$ cat src/hdl/xrg_pkg.sv
// Package for the xoshiro256** generator: payload structs, the constants of the
// SplitMix64 seeding and the control structs between the sequencer and the multiplier.
// No dependencies.
package xrg_pkg;

	localparam int unsigned WORD_W   = 64;
	localparam int unsigned FRAC_W   = 53;
	localparam int unsigned PADDR_W  = 4;
	localparam int unsigned PDATA_W  = 64;
	localparam int unsigned REG_IDX_W = 1;

	localparam logic [WORD_W-1:0] GOLDEN_STEP = 64'h9E37_79B9_7F4A_7C15;
	localparam logic [WORD_W-1:0] MIX_MUL_A   = 64'hBF58_476D_1CE4_E5B9;
	localparam logic [WORD_W-1:0] MIX_MUL_B   = 64'h94D0_49BB_1331_11EB;

	localparam int unsigned SHIFT_MIX_1 = 30;
	localparam int unsigned SHIFT_MIX_2 = 27;
	localparam int unsigned SHIFT_MIX_3 = 31;
	localparam int unsigned SHIFT_FRAC  = 11;
	localparam int unsigned SHIFT_T     = 17;

	// Register indexes of the configuration port.
	localparam logic [REG_IDX_W-1:0] REG_DEFAULT_SEED = 1'b0;

	typedef struct packed {
		logic              mode;
		logic [WORD_W-1:0] seed;
	} in_item_t;

	typedef struct packed {
		logic [WORD_W-1:0] random_word;
		logic [FRAC_W-1:0] unit_fraction;
	} out_item_t;

	typedef struct packed {
		logic              start;
		logic [WORD_W-1:0] a;
		logic [WORD_W-1:0] b;
	} mul_req_t;

	typedef struct packed {
		logic busy;
		logic done;
	} mul_sts_t;

endpackage

$ cat src/hdl/xrg_cfg.sv
// APB-style register file of the xoshiro256** generator: holds default_seed.
// Depends on xrg_pkg.
module xrg_cfg (
	input  logic                         clk,
	input  logic                         arst_n,
	input  logic                         psel,
	input  logic                         penable,
	input  logic                         pwrite,
	input  logic [xrg_pkg::PADDR_W-1:0]  paddr,
	input  logic [xrg_pkg::PDATA_W-1:0]  pwdata,
	output logic [xrg_pkg::PDATA_W-1:0]  prdata,
	output logic                         pready,
	output logic [xrg_pkg::WORD_W-1:0]   default_seed
);

	logic [xrg_pkg::REG_IDX_W-1:0] reg_idx;
	logic [xrg_pkg::WORD_W-1:0]    default_seed_q;
	logic                          wr_en;

	// Registers sit eight bytes apart.
	assign reg_idx = paddr[xrg_pkg::PADDR_W-1:3];
	assign wr_en   = psel & penable & pwrite;
	assign pready  = 1'b1;

	always_ff @(posedge clk or negedge arst_n) begin
		if (!arst_n) begin
			default_seed_q <= '0;
		end else if (wr_en && reg_idx == xrg_pkg::REG_DEFAULT_SEED) begin
			default_seed_q <= pwdata;
		end
	end

	always_comb begin
		prdata = '0;
		if (reg_idx == xrg_pkg::REG_DEFAULT_SEED) begin
			prdata = default_seed_q;
		end
	end

	assign default_seed = default_seed_q;

endmodule

$ cat src/hdl/xrg_mul.sv
// Iterative 64-bit multiplier that keeps the low 64 bits of the product.
// One 32x32 multiplier, reused per partial product. Depends on xrg_pkg.
module xrg_mul (
	input  logic                       clk,
	input  logic                       arst_n,
	input  xrg_pkg::mul_req_t          req,
	output xrg_pkg::mul_sts_t          sts,
	output logic [xrg_pkg::WORD_W-1:0] product
);

	logic [xrg_pkg::WORD_W-1:0] a_q;
	logic [xrg_pkg::WORD_W-1:0] b_q;
	logic [xrg_pkg::WORD_W-1:0] acc_q;
	logic [1:0]                 step_q;
	logic                       busy_q;
	logic                       done_q;
	logic [31:0]                mul_x;
	logic [31:0]                mul_y;
	logic [63:0]                mul_p;

	// Low product, then the two cross terms, which only reach the upper half.
	always_comb begin
		unique case (step_q)
			2'd0: begin
				mul_x = a_q[31:0];
				mul_y = b_q[31:0];
			end
			2'd1: begin
				mul_x = a_q[31:0];
				mul_y = b_q[63:32];
			end
			default: begin
				mul_x = a_q[63:32];
				mul_y = b_q[31:0];
			end
		endcase
	end

	assign mul_p = 64'(mul_x) * 64'(mul_y);

	always_ff @(posedge clk or negedge arst_n) begin
		if (!arst_n) begin
			busy_q <= 1'b0;
			done_q <= 1'b0;
			step_q <= '0;
		end else begin
			done_q <= 1'b0;
			if (req.start) begin
				busy_q <= 1'b1;
				step_q <= '0;
			end else if (busy_q) begin
				if (step_q == 2'd2) begin
					busy_q <= 1'b0;
					done_q <= 1'b1;
					step_q <= '0;
				end else begin
					step_q <= step_q + 2'd1;
				end
			end
		end
	end

	always_ff @(posedge clk) begin
		if (req.start) begin
			a_q <= req.a;
			b_q <= req.b;
		end else if (busy_q) begin
			if (step_q == 2'd0) begin
				acc_q <= mul_p;
			end else begin
				acc_q <= acc_q + {mul_p[31:0], 32'd0};
			end
		end
	end

	assign sts.busy = busy_q;
	assign sts.done = done_q;
	assign product  = acc_q;

endmodule

$ cat src/hdl/xoshiro_random_generator.sv
// Top level of the xoshiro256** generator with SplitMix64 seeding.
// Items are seeded draws, reseeds and draws that first seed themselves. Each seeding word
// goes twice through the three-pass shared 32x32 multiplier. One item is in work at a time
// and the next is taken the cycle after the result reaches the output register. Reset
// (asynchronous, active low) clears the state words, the seeded flag and default_seed.
module xoshiro_random_generator (
	input  logic                         clk,
	input  logic                         arst_n,
	input  logic                         in_valid,
	output logic                         in_stall,
	input  xrg_pkg::in_item_t            in_data,
	output logic                         out_valid,
	input  logic                         out_stall,
	output xrg_pkg::out_item_t           out_data,
	input  logic                         psel,
	input  logic                         penable,
	input  logic                         pwrite,
	input  logic [xrg_pkg::PADDR_W-1:0]  paddr,
	input  logic [xrg_pkg::PDATA_W-1:0]  pwdata,
	output logic [xrg_pkg::PDATA_W-1:0]  prdata,
	output logic                         pready
);

	typedef enum logic [3:0] {
		ST_IDLE,
		ST_SEED_ADD,
		ST_MIX_A,
		ST_WAIT_A,
		ST_MIX_B,
		ST_WAIT_B,
		ST_DRAW1,
		ST_DRAW2,
		ST_FINISH
	} state_t;

	localparam int unsigned W = xrg_pkg::WORD_W;

	state_t                state_q;
	logic [W-1:0]          gen_q [4];
	logic                  seeded_q;
	logic                  draw_q;
	logic [1:0]            idx_q;
	logic [W-1:0]          acc_q;
	logic [W-1:0]          z_q;
	logic [W-1:0]          prod_q;
	logic [W-1:0]          res_q;
	logic                  out_valid_q;
	xrg_pkg::out_item_t    out_data_q;

	logic [W-1:0]          default_seed;
	xrg_pkg::mul_req_t     mul_req;
	xrg_pkg::mul_sts_t     mul_sts;
	logic [W-1:0]          mul_p;
	logic                  in_xfer;
	logic                  out_free;
	logic [W-1:0]          mix_out;
	logic [W-1:0]          w1_x5;
	logic [W-1:0]          n0;
	logic [W-1:0]          n1;
	logic [W-1:0]          n2;
	logic [W-1:0]          n3;

	xrg_cfg u_cfg (
		.clk          (clk),
		.arst_n       (arst_n),
		.psel         (psel),
		.penable      (penable),
		.pwrite       (pwrite),
		.paddr        (paddr),
		.pwdata       (pwdata),
		.prdata       (prdata),
		.pready       (pready),
		.default_seed (default_seed)
	);

	xrg_mul u_mul (
		.clk     (clk),
		.arst_n  (arst_n),
		.req     (mul_req),
		.sts     (mul_sts),
		.product (mul_p)
	);

	assign in_stall = (state_q != ST_IDLE);
	assign in_xfer  = in_valid & ~in_stall;
	assign out_free = ~(out_valid_q & out_stall);

	always_comb begin
		mul_req.start = (state_q == ST_MIX_A) || (state_q == ST_MIX_B);
		if (state_q == ST_MIX_A) begin
			mul_req.a = acc_q ^ (acc_q >> xrg_pkg::SHIFT_MIX_1);
			mul_req.b = xrg_pkg::MIX_MUL_A;
		end else begin
			mul_req.a = z_q ^ (z_q >> xrg_pkg::SHIFT_MIX_2);
			mul_req.b = xrg_pkg::MIX_MUL_B;
		end
	end

	assign mix_out = mul_p ^ (mul_p >> xrg_pkg::SHIFT_MIX_3);
	assign w1_x5   = gen_q[1] + (gen_q[1] << 2);

	// State advance of xoshiro256.
	assign n2 = gen_q[2] ^ gen_q[0];
	assign n3 = gen_q[3] ^ gen_q[1];
	assign n1 = gen_q[1] ^ n2;
	assign n0 = gen_q[0] ^ n3;

	always_ff @(posedge clk or negedge arst_n) begin
		if (!arst_n) begin
			state_q     <= ST_IDLE;
			seeded_q    <= 1'b0;
			draw_q      <= 1'b0;
			idx_q       <= '0;
			acc_q       <= '0;
			z_q         <= '0;
			prod_q      <= '0;
			res_q       <= '0;
			out_valid_q <= 1'b0;
			for (int i = 0; i < 4; i++) begin
				gen_q[i] <= '0;
			end
		end else begin
			if (state_q == ST_FINISH && out_free) begin
				out_valid_q <= 1'b1;
			end else if (out_valid_q && !out_stall) begin
				out_valid_q <= 1'b0;
			end
			unique case (state_q)
				ST_IDLE: begin
					if (in_xfer) begin
						idx_q <= '0;
						if (in_data.mode) begin
							acc_q   <= in_data.seed;
							draw_q  <= 1'b0;
							state_q <= ST_SEED_ADD;
						end else if (!seeded_q) begin
							acc_q   <= default_seed;
							draw_q  <= 1'b1;
							state_q <= ST_SEED_ADD;
						end else begin
							state_q <= ST_DRAW1;
						end
					end
				end
				ST_SEED_ADD: begin
					acc_q   <= acc_q + xrg_pkg::GOLDEN_STEP;
					state_q <= ST_MIX_A;
				end
				ST_MIX_A: begin
					state_q <= ST_WAIT_A;
				end
				ST_WAIT_A: begin
					if (mul_sts.done) begin
						z_q     <= mul_p;
						state_q <= ST_MIX_B;
					end
				end
				ST_MIX_B: begin
					state_q <= ST_WAIT_B;
				end
				ST_WAIT_B: begin
					if (mul_sts.done) begin
						gen_q[idx_q] <= mix_out;
						if (idx_q == 2'd3) begin
							seeded_q <= 1'b1;
							idx_q    <= '0;
							if (draw_q) begin
								state_q <= ST_DRAW1;
							end else begin
								res_q   <= '0;
								state_q <= ST_FINISH;
							end
						end else begin
							idx_q   <= idx_q + 2'd1;
							state_q <= ST_SEED_ADD;
						end
					end
				end
				ST_DRAW1: begin
					prod_q  <= {w1_x5[W-8:0], w1_x5[W-1:W-7]};
					state_q <= ST_DRAW2;
				end
				ST_DRAW2: begin
					res_q    <= prod_q + (prod_q << 3);
					gen_q[0] <= n0;
					gen_q[1] <= n1;
					gen_q[2] <= n2 ^ (gen_q[1] << xrg_pkg::SHIFT_T);
					gen_q[3] <= {n3[W-46:0], n3[W-1:W-45]};
					state_q  <= ST_FINISH;
				end
				ST_FINISH: begin
					// The result waits here while the previous one is still held.
					if (out_free) begin
						state_q <= ST_IDLE;
					end
				end
				default: begin
					state_q <= ST_IDLE;
				end
			endcase
		end
	end

	always_ff @(posedge clk) begin
		if (state_q == ST_FINISH && out_free) begin
			out_data_q.random_word   <= res_q;
			out_data_q.unit_fraction <= res_q[W-1:xrg_pkg::SHIFT_FRAC];
		end
	end

	assign out_valid = out_valid_q;
	assign out_data  = out_data_q;

`ifndef SYNTHESIS
	a_mul_done_in_wait: assert property (@(posedge clk) disable iff (!arst_n)
		mul_sts.done |-> (state_q == ST_WAIT_A || state_q == ST_WAIT_B))
		else $error("multiplier finished outside a wait state");

	a_out_from_finish: assert property (@(posedge clk) disable iff (!arst_n)
		(!out_valid_q ##1 out_valid_q) |-> $past(state_q) == ST_FINISH)
		else $error("result raised without a finished item");

	a_draw_seeded: assert property (@(posedge clk) disable iff (!arst_n)
		(state_q == ST_DRAW1 || state_q == ST_FINISH) |-> seeded_q)
		else $error("draw or result without a seeded state");

	a_no_mul_overlap: assert property (@(posedge clk) disable iff (!arst_n)
		mul_req.start |-> !mul_sts.busy)
		else $error("multiplier started while busy");
`endif

endmodule

$ cat config.mk
export PLATFORM = sky130hd
export DESIGN_NAME = xoshiro_random_generator
export DESIGN_NICKNAME = d
export VERILOG_FILES = /design/src/hdl/xrg_pkg.sv /design/src/hdl/xrg_cfg.sv /design/src/hdl/xrg_mul.sv /design/src/hdl/xoshiro_random_generator.sv
export SDC_FILE = /design/constraint.sdc
export NUM_CORES = 2
export LEC_CHECK = 0
export BUFFER_PORTS_ARGS = -buffer_cell sky130_fd_sc_hd__clkbuf_2
export CAP_MARGIN = 20
export CORE_ASPECT_RATIO = 0.8
export CORE_MARGIN = 2
export CORE_UTILIZATION = 45
export CTS_CLUSTER_SIZE = 16
export DETAILED_ROUTE_END_ITERATION = 7
export GPL_TIMING_DRIVEN = 0
export PLACE_DENSITY = 0.67
export SLEW_MARGIN = 25
export SYNTH_ARGS = -nofsm -noshare
export SYNTH_HDL_FRONTEND = slang
export SYNTH_SLANG_ARGS = --single-unit
export TNS_END_PERCENT = 50
$ cat constraint.sdc
create_clock -name clk -period 9.4 [get_ports clk]
set_input_delay 0.47 -clock clk [delete_from_list [all_inputs] [get_ports clk]]
set_output_delay 0.47 -clock clk [all_outputs]
set_load 0.1 [all_outputs]
==> impl_metrics.sql <==
INSERT INTO impl_metrics (metric_group, metric, value, unit) VALUES
('status', 'result_of_the_run', 'finished, violations left', ''),
('status', 'violations', 'setup timing', ''),
('worst_setup_path', 'crit_path_top_delay_cell', 'fa_2', ''),
('global_routing', 'grtUsageMet2', '48.7', '%'),
('yosys', 'mapped_cells', '7726', ''),
('global_routing', 'antenna_found_initial', '19', ''),
('global_routing', 'grt_use_met1', '53.0', '%'),
('global_routing', 'grt.overflow.total', '0', ''),
('die', 'die_height', '368', 'um'),
('sta', 'final_max_slew_viol_count', '0', ''),
('clocking', 'cts_sinks', '783', ''),
('placement', 'placement.io_buffers', '318', ''),
('die', 'die-area', '0.169', 'sq mm'),
('final_layout', 'nets_finish', '9883', ''),
('worst_setup_path', 'cp.required', '9.84', 'ns'),
('yosys', 'dominantRegCellSynth', 'dfrtp_1', ''),
('route', 'wl', '309000', 'um'),
('global_routing', 'grt_busiest_layer', 'met1', ''),
('run', 'max_cap_violations', '0', ''),
('min_path', 'holdCritPathClass', 'in2reg', ''),
('yosys', 'yosys.area.top_type_share', '22.2', '%'),
('sta', 'relative_max_transition_margin', '22.4', '%'),
('route', 'ant_nets', '0', ''),
('sta', 'report.final.hold_viol_count', '0', ''),
('placement', 'place.gp.congestion', '1.06', ''),
('route', 'drt_first_pass_iters', '7', ''),
('worst_setup_path', 'timing.critical_path.slowest_cell_delay', '0.63', 'ns'),
('yosys', 'synth_warnings', '0', ''),
('yosys', 'ys_seq_elements', '783', ''),
('final_layout', 'multi_input_comb_area', '0.0510', 'sq mm'),
('sta', 'finalSetupViolCount', '6', ''),
('worst_setup_path', 'endpoint_kind', 'flop', ''),
('yosys', 'mappedNetlistArea', '0.0746', 'sq mm'),
('final_layout', 'fillCellCount', '14700', ''),
('final_layout', 'final_core_density', '53.2', '%'),
('clocking', 'clkSlewWorstSetupHoldPaths', '0.07', 'ns'),
('yosys', 'synthesis.nets', '9181', ''),
('die', 'die_span_x', '459', 'um'),
('die', 'ports_placed_on_the_boundary', '324', ''),
('yosys', 'synthDominantAreaCellType', 'fa_1', ''),
('global_routing', 'first_global_vias', '61800', ''),
('clocking', 'cts_max_level', '3', ''),
('worst_setup_path', 'arr_time_crit_path', '10.18', 'ns'),
('global_routing', 'pin_count_of_the_biggest_net_entering_global_routing', '81', ''),
('clocking', 'tritoncts.num_buffers', '83', ''),
('global_routing', 'grt_first_pass_wirelength', '438000', 'um'),
('clocking', 'cts_tree', 'done', ''),
('final_layout', 'area.growth.synth_to_final', '17.4', '%'),
('sta', 'timing.final.crit_period', '9.74', 'ns'),
('route', 'vias', '64400', ''),
('clocking', 'clk_root_buffer_cell', 'clkbuf_16', ''),
('clocking', 'cts.path.max_buffers', '3', ''),
('sta', 'setup_repair_after_global_routing_missed_its_margin', 'yes', ''),
('route', 'drt_iter0_markers', '8027', ''),
('worst_setup_path', 'timing.critical_path.buf_inv', '6', ''),
('sta', 'achievable-frequency', '103', 'MHz'),
('global_routing', 'groute.usage.overall', '35.9', '%'),
('sta', 'fin_crit_sh', '104', '%'),
('min_path', 'hold_path_depth', '3', ''),
('route', 'dr_vias_cell', '6.03', ''),
('yosys', 'yosys-top-cells-area', 'fa_1 (22%), dfrtp_1 (20%), ha_1 (8.2%)', ''),
('die', 'core-area', '0.165', 'sq mm'),
('sta', 'tightestPinTransition', '1.16', 'ns'),
('final_layout', 'seq_area', '0.0206', 'sq mm'),
('global_routing', 'grtUsageMet3', '13.9', '%'),
('die', 'std_cell_rows', '133', ''),
('worst_setup_path', 'timing.critical_path.depth', '33', ''),
('placement', 'detailed_place_hpwl', '251000', 'um'),
('yosys', 'synth-seq-area-share', '27.6', '%'),
('yosys', 'ys_types', '91', ''),
('sta', 'setup_slack', '-0.340', 'ns'),
('route', 'drc_markers', '0', ''),
('clocking', 'clk-insertion-delay-late', '0.74', 'ns'),
('sta', 'skew', '0.0560', 'ns'),
('route', 'wire_per_inst', '29.0', 'um'),
('yosys', 'asyncSetResetFlopFracSynth', '75.2', '%'),
('yosys', 'synth-edff-count', '194', ''),
('worst_setup_path', 'cpLargestDelayFamily', 'adder cells', ''),
('worst_setup_path', 'cp_common_cell', 'fa_1', ''),
('worst_setup_path', 'ff2ff_path_depth', '33', ''),
('final_layout', 'drive_above_1_share', '16.9', '%'),
('worst_setup_path', 'crit_path_start_kind', 'flop', ''),
('yosys', 'syn_area_per_cell', '9.66', 'sq um'),
('worst_setup_path', 'criticalPathCategory', 'reg2reg', ''),
('worst_setup_path', 'timing.critical_path.fanout_max', '10', ''),
('die', 'initial_core_util', '45.3', '%');
## routing by layer
layer | vias up | part of all wire, %
met5 | - | 0.027
met1 | 32400 | 42
met2 | 4144 | 40
met3 | 558 | 15
li1 | 27300 | -
met4 | 12 | 3.2
## worst register-to-register path: cells and delay by family (launching register included)
kind	cells	cell delay [ns]
compound gates	10	1.77
fa+ha+maj	10	4.87
xor+xnor	1	0.25
flops	1	0.47
simple gates	6	1.02
buf+inv	6	1.10
## cells in the final DEF, fill, tap and decap left out, types with 49 or more instances in the layout
cell | synthesis | layout
nand4_1 | 59 | 59
o211ai_1 | 78 | 78
o21ai_0 | 376 | 353
xor2_1 | 189 | 181
ha_1 | 489 | 451
clkbuf_2 | 1 | 328
clkbuf_16 | 0 | 94
mux2i_1 | 97 | 81
o21bai_1 | 71 | 71
nor2_4 | 0 | 51
nand2_1 | 619 | 571
dlygate4sd3_1 | 0 | 65
inv_1 | 1007 | 940
dfrtp_1 | 589 | 587
edfxtp_1 | 194 | 194
mux2_2 | 176 | 161
clkbuf_1 | 289 | 252
and3_1 | 54 | 49
buf_4 | 54 | 260
fa_1 | 826 | 795
nand3_1 | 111 | 109
a211oi_1 | 94 | 88
a21o_1 | 146 | 146
a21oi_1 | 421 | 392
and2_1 | 77 | 73
nor2_1 | 639 | 551
xnor2_1 | 281 | 271
or3_1 | 89 | 89
nor3_1 | 59 | 54
nor2b_1 | 104 | 104
## flip-flops by register name (all words and copies together) (netlist names), 4 cells and up
signal and count:
gen_q 256, acc_q 64, out_data 64, prod_q 64, res_q 64, u_cfg.default_seed 64, u_mul.a_q 64, u_mul.product 64
z_q 64, state_q 4
## synth_stat cells, drive strengths merged (83+ instances only)
cell,n
a211oi,95
a21o,146
a21oi,422
buf,83
clkbuf,290
dfrtp,589
edfxtp,194
fa,826
ha,489
inv,1007
mux2,176
mux2i,97
nand2,619
nand3,111
nor2,639
nor2b,104
o21ai,400
or3,89
xnor2,281
xor2,189
## metrics by stage
step / instance area, sq um / worst slack [ns] / setup TNS [ns] / hold WS (ns) / std cells
final: 87600 / -0.340 / -0.944 / 0.0535 / 10700
after global routing: 87500 / -0.439 / -2.08 / 0.0738 / 10700
after CTS: 85400 / -0.191 / -0.519 / 0.0221 / 10500
after detailed placement: 79500 / -2.67 / -58.31 / 0.431 / 10200
after global placement: 78900 / -6.52 / -3866.09 / 0.432 / 10200
after floorplan: 74600 / 0.0473 / 0 / 0.174 / 7726
## final timing paths
path,end,slack (ns),from
setup / recovery,u_mul.product[63],-0.34,u_mul.step_q[1]
hold / removal,out_valid,0.05,out_stall
setup reg to reg,u_mul.product[63],-0.34,u_mul.step_q[1]
hold reg to reg,out_data[104],0.45,res_q[51]
max in group asynchronous,prod_q[6],7.41,arst_n
min in group asynchronous,gen_q[80],0.32,arst_n
## what timing repair did
item,CTS,global route
gates resized for setup,424,274
hold buffers,65,0
setup buffers,92,127
gates cloned,2,3
hold endpoints to repair,141,0
setup endpoints to repair,46,20
pin swaps,51,130
## logic make-up after synthesis
group           count (synthesis)  synth area share, %
simple gates                 1921                 11.7
compound gates               1580                 13.6
buf+inv                      1381                 7.22
fa+ha+maj                    1315                 30.4
flops                         783                 27.6
xor+xnor                      471                 5.55
mux                           273                 3.96
other cells                     2               0.0101
## cell type report
type	count	area share, %
inverters	1008	4.44
clock inverters	44	0.520
multi-input cells	5562	58.2
well taps	2160	3.09
flip-flops and latches	783	23.5
repair buffers	630	5.32
clock buffers	111	2.64
plain buffers	360	2.25
diodes	22	0.0629
Power is not shown: default switching activity piles up to over one toggle a cycle in this logic, so the estimate is an artifact.
